===== config.mk =====
export PLATFORM = sky130hd
export DESIGN_NAME = p31mc_back
export DESIGN_NICKNAME = d
export VERILOG_FILES = /design/src/sv/p31mc_pkg.sv /design/src/sv/p31mc_back.sv
export SDC_FILE = /design/constraint.sdc
export NUM_CORES = 1
export LEC_CHECK = 0
export BUFFER_PORTS_ARGS = -buffer_cell sky130_fd_sc_hd__buf_2
export CAP_MARGIN = 20
export CORE_ASPECT_RATIO = 0.7
export CORE_UTILIZATION = 51
export CTS_BUF_LIST = sky130_fd_sc_hd__clkbuf_8
export DETAILED_ROUTE_END_ITERATION = 8
export GPL_TIMING_DRIVEN = 1
export PLACE_DENSITY_LB_ADDON = 0.1
export SYNTH_ARGS = -nofsm -noshare
export SYNTH_HDL_FRONTEND = slang
export SYNTH_SLANG_ARGS = --single-unit
export TNS_END_PERCENT = 1

===== constraint.sdc =====
create_clock -name clk -period 6.1 [get_ports clk]
set_input_delay 0 -clock clk [delete_from_list [all_inputs] [get_ports clk]]
set_output_delay 0 -clock clk [all_outputs]
set_load 0.01 [all_outputs]

===== src/sv/p31mc_pkg.sv =====
// p31mc_pkg: shared constants, types and the prbs31 word tap table
// used by every module of the prbs31 multilane checker; no dependencies
package p31mc_pkg;

  localparam int MAX_LANES     = 4;
  localparam int LANES_DEFAULT = 4;
  localparam int WORD_W        = 32;
  localparam int LFSR_W        = 31;
  localparam int TAP_HI        = 30;
  localparam int TAP_LO        = 27;
  localparam int QUEUE_DEPTH   = 2;

  localparam logic [LFSR_W-1:0] LFSR_RESET = {LFSR_W{1'b1}};

  // per word bit: which lfsr state bits are xored into it after a 32-bit advance
  typedef logic [WORD_W-1:0][LFSR_W-1:0] word_taps_t;

  // transaction handed from front to back
  typedef struct packed {
    logic [WORD_W-1:0]    expected;
    logic [MAX_LANES-1:0] mismatch;
  } p31mc_entry_t;

  // symbolic run of the serial lfsr, evaluated at elaboration
  function automatic word_taps_t build_word_taps();
    logic [LFSR_W-1:0] sym [LFSR_W];
    logic [LFSR_W-1:0] b;
    word_taps_t        taps;
    for (int k = 0; k < LFSR_W; k++) begin
      sym[k] = LFSR_W'(1) << k;
    end
    taps = '0;
    for (int i = 0; i < WORD_W; i++) begin
      b = sym[TAP_HI] ^ sym[TAP_LO];
      for (int k = LFSR_W - 1; k > 0; k--) begin
        sym[k] = sym[k-1];
      end
      sym[0] = b;
      taps[WORD_W-1-i] = b;
    end
    return taps;
  endfunction

  localparam word_taps_t WORD_TAPS = build_word_taps();

  // one xor reduction per word bit, all independent
  function automatic logic [WORD_W-1:0] prbs_word(logic [LFSR_W-1:0] s);
    logic [WORD_W-1:0] w;
    for (int j = 0; j < WORD_W; j++) begin
      w[j] = ^(s & WORD_TAPS[j]);
    end
    return w;
  endfunction

endpackage


===== src/sv/p31mc_back.sv =====
// p31mc_back: saturating error counters and output register
// depends on p31mc_pkg
module p31mc_back #(
  parameter int LANES = p31mc_pkg::LANES_DEFAULT
) (
  input  logic                                                   clk,
  input  logic                                                   rst,
  input  logic                                                   q_not_empty,
  input  p31mc_pkg::p31mc_entry_t                                q_head,
  output logic                                                   q_pop,
  output logic                                                   out_valid,
  input  logic                                                   out_ready,
  output logic [p31mc_pkg::WORD_W-1:0]                           expected_word,
  output logic [p31mc_pkg::MAX_LANES-1:0]                        mismatch_mask,
  output logic [p31mc_pkg::MAX_LANES-1:0][p31mc_pkg::WORD_W-1:0] errors
);
  import p31mc_pkg::*;

  p31mc_entry_t out_entry;

  // load a new transaction when the output slot is free or being emptied
  assign q_pop         = q_not_empty && (!out_valid || out_ready);
  assign expected_word = out_entry.expected;
  assign mismatch_mask = out_entry.mismatch;

  always_ff @(posedge clk) begin
    if (rst) begin
      out_valid <= 1'b0;
    end else if (q_pop) begin
      out_valid <= 1'b1;
    end else if (out_ready) begin
      out_valid <= 1'b0;
    end
  end

  always_ff @(posedge clk) begin
    if (q_pop) begin
      out_entry <= q_head;
    end
  end

  // counters change only on a load, so they match the held output
  for (genvar n = 0; n < MAX_LANES; n++) begin : g_lane
    if (n < LANES) begin : g_active
      logic [WORD_W-1:0] count;
      always_ff @(posedge clk) begin
        if (rst) begin
          count <= '0;
        end else if (q_pop && q_head.mismatch[n] && (count != {WORD_W{1'b1}})) begin
          count <= count + WORD_W'(1);
        end
      end
      assign errors[n] = count;
    end else begin : g_unused
      assign errors[n] = '0;
    end
  end

endmodule

==> summary.md <==
| Metric | Value |
|---|---|
| Status | `finished, final reports clean` |
| WHS Endpoint | `expected_word[5]` |
| Max VDD drop | `0.000139 V` |
| Worst slack, placed | `3410 ps` |
| Die X | `150 µm` |
| Root Buffer | `clkbuf_8` |
| Site Rows | `37` |
| Post-route cell area | `0.00983 mm²` |
| Ports | `206` |
| Post-cts hold buffer count | `39` |
| Clk_lat worst skew | `470 ps` |
| Gate power share | `5.1%` |
| Internal power | `1.55 mW` |
| Min setup slack post-route | `3390 ps` |
| Synth Net Count | `918` |
| CP Capture Type | `register` |
| Share of power burned in registers | `55.4%` |
| Actual slew at the worst max-slew pin | `1060 ps` |
| Gpl congestion | `0.843` |
| Die height | `106 µm` |
| PwrDens | `210 mW/mm²` |
| Sequential cell area | `0.00366 mm²` |
| IO Port Bufs | `205` |
| Final clock skew | `14.6 ps` |
| Reg clk slew, reported paths | `100 ps` |
| Number of diodes | `0` |
| Clock Tree Buf Depth | `2` |
| Area added between synthesis and finish | `25.2%` |
| FFs w/ async S/R, synth | `0%` |
| Largest net degree at the start of global routing | `72` |
| HP Start | `q_head[9]` |
| Slew Limit Fails | `0` |
| Initial DRC count | `473` |
| Post-synthesis sequential area ratio | `46.7%` |
| Clk sinks | `165` |
| Worst Setup Path Type | `reg2reg` |
| Worst Path Max Fanout | `36` |
| H-tree depth | `4` |
| Die area | `0.0159 mm²` |
| Layout cell share with drive strength beyond 1 | `25.6%` |
| Synth warn | `0` |
| Final TNS setup | `0 ps` |
| GRT Total Usage | `25.5%` |
| Final Hold Viols | `0` |
| HPWL Detailed | `13900 µm` |
| Syn_area_per_cell | `8.98 µm²` |
| First-pass GRT wire length | `32500 µm` |
| Worst EP arrival | `3070 ps` |
| CTS tree | `yes` |
| Antenna violations before repair | `0` |
| RSZ-0062 raised after global routing | `no` |
| Gate Count Post-Synth | `874` |
| Post-synth EDFFs | `36` |
| Crit path time final | `2710 ps` |
| Psw | `0.508 mW` |
| Period utilization | `44.5%` |
| Mean routed wirelength per cell | `15.4 µm` |
| Num CTS Buffers | `17` |
| Total routed wirelength | `20200 µm` |
| Number of global-route vias before repair | `6472` |
| Clock power frac | `39.4%` |
| Overflow left after global routing | `0` |
| Hold-critical path depth | `2` |
| Critical Path Start Type | `register` |
| Initial Utilization | `52.8%` |
| R2r setup slk | `3390 ps` |
| DRT Pass-1 Iters | `5` |
| R2R depth | `5` |
| Max Freq | `369 MHz` |
| CTS resizes | `0` |
| Endpoints failing setup | `0` |
| Area of the mapped netlist | `0.00785 mm²` |
| Ys flop type | `dfxtp_1` |
| Req. time, crit path | `6460 ps` |
| Reg-to-reg startpoint | `g_lane[3].g_active.count[10]` |
| Area of the multi-input gates | `0.00401 mm²` |
| Fillers | `1240` |
| Via density | `5.86` |
| Post-synthesis register bit count | `165` |
| Vias after detailed routing | `7694` |
| Synth top area cells | `dfxtp_1, edfxtp_1, a21oi_1, or4_1, or3_1` |
| Switch share | `24.6%` |
| Share of the synthesized area in the top cell type | `32.9%` |
| Nets | `1149` |
| RR Endpoint | `g_lane[3].g_active.count[21]` |
| Cell variety after synth | `53` |
| Post-synth top area cell | `dfxtp_1` |
| Slew margin rel. | `29.4%` |
| Postcts setup bufs | `0` |
| # Max-Cap Violations | `0` |
| Placed inst area | `0.00903 mm²` |
| # DRC | `0` |
| Leakage | `3.69 nW` |
| Worst hold-check path type | `in2reg` |
| Placeable Area | `0.0149 mm²` |
| Antenna violation net count after detailed routing | `0` |
-- synthesized netlist by cell type (29+ instances only) --
library cell,count
a21oi_1,81
clkbuf_1,36
dfxtp_1,129
edfxtp_1,36
nand2_1,56
nand3_1,49
nand4_1,42
nor2_1,59
nor2b_1,29
o21ai_0,48
o31ai_1,35
or3_1,44
or4_1,46
-- worst max-delay path by stage --
| stage | depth (start not counted) | slack, ps | from | to |
|---|---|---|---|---|
| after floorplan | 5 | 3410 | out_valid | g_lane[3].g_active.count[5] |
| after global placement | 5 | 3510 | g_lane[2].g_active.count[8] | g_lane[2].g_active.count[28] |
| after detailed placement | 5 | 3410 | g_lane[3].g_active.count[10] | g_lane[3].g_active.count[21] |
| after CTS | 5 | 3400 | g_lane[3].g_active.count[10] | g_lane[3].g_active.count[21] |
| after global routing | 5 | 3120 | g_lane[3].g_active.count[10] | g_lane[3].g_active.count[29] |
| final | 5 | 3390 | g_lane[3].g_active.count[10] | g_lane[3].g_active.count[21] |
-- final cells by class --
type                       instances  share of cell area (%)
clock buffer                      17                    2.38
tap                              195                    2.48
timing repair buffer             252                    15.0
inverter                          10                   0.382
clock inverter                    15                    1.71
multi-input combinational        659                    40.7
sequential                       165                    37.3
-- power groups by stage --
stage | Clock, mW | Sequential [mW] | Combinational [mW]
final | 0.812 | 1.14 | 0.106
after global routing | 0.874 | 1.14 | 0.116
after CTS | 0.826 | 1.14 | 0.107
after detailed placement | 0 | 1.17 | 0.0867
after global placement | 0 | 1.17 | 0.0855
after floorplan | 0 | 1.18 | 0.0366
-- cell families (layout without fill, tap and decap cells) --
| logic type | Yosys count | after routing | share of synthesized area (%) |
|---|---|---|---|
| AO/OA/AOI/OAI | 190 | 190 | 14.2 |
| XOR/XNOR | 9 | 9 | 1.00 |
| buffers and inverters | 50 | 294 | 2.44 |
| flip-flops | 165 | 165 | 46.7 |
| multiplexers | 26 | 26 | 3.70 |
| AND/OR/NAND/NOR | 430 | 430 | 31.3 |
| adder cells (fa/ha/maj) | 4 | 4 | 0.637 |
-- registers in the layout, indices dropped and copies added (netlist names) --
signal                 flops
expected_word             32
g_lane.g_active.count    128
mismatch_mask              4
out_valid                  1
-- through the flow --
step	utilization (%)	cells	total power, mW	hold WS, ps
detailed placement	60.8	1241	1.25	178
finish	66.2	1313	2.06	236
global placement	60.8	1241	1.25	176
floorplan	-	874	1.21	98.9
global route	66.2	1313	2.13	219
CTS	66.1	1312	2.07	214
-- per-layer routing --
layer	global-route usage, %	part of all wire [%]	wire [µm]	vias to the layer above
met5	0	0	0	-
met4	7.72	0.98	199	0
met3	5.54	6.7	1350	19
met2	36.8	43	8800	222
met1	37.5	49	9890	3623
li1	-	-	-	3830
-- worst max-delay path, cell delays in order, from the launching register on --
cell and delay [ps]:
dfxtp_1 440, nand4_1 200, nor3_1 500, and4_1 1000, nor3_1 160, mux2_2 310
-- placed cells by master, fill, tap and decap left out, types with 35 or more instances in the layout --
cell,synthesis,layout
buf_2,3,204
dfxtp_1,129,129
a21oi_1,81,81
nor2_1,59,59
nand2_1,56,56
nand3_1,49,49
o21ai_0,48,48
or4_1,46,46
or3_1,44,44
nand4_1,42,42
dlygate4sd3_1,0,39
edfxtp_1,36,36
o31ai_1,35,35
Note: power is estimated with default switching activity, not from simulation.
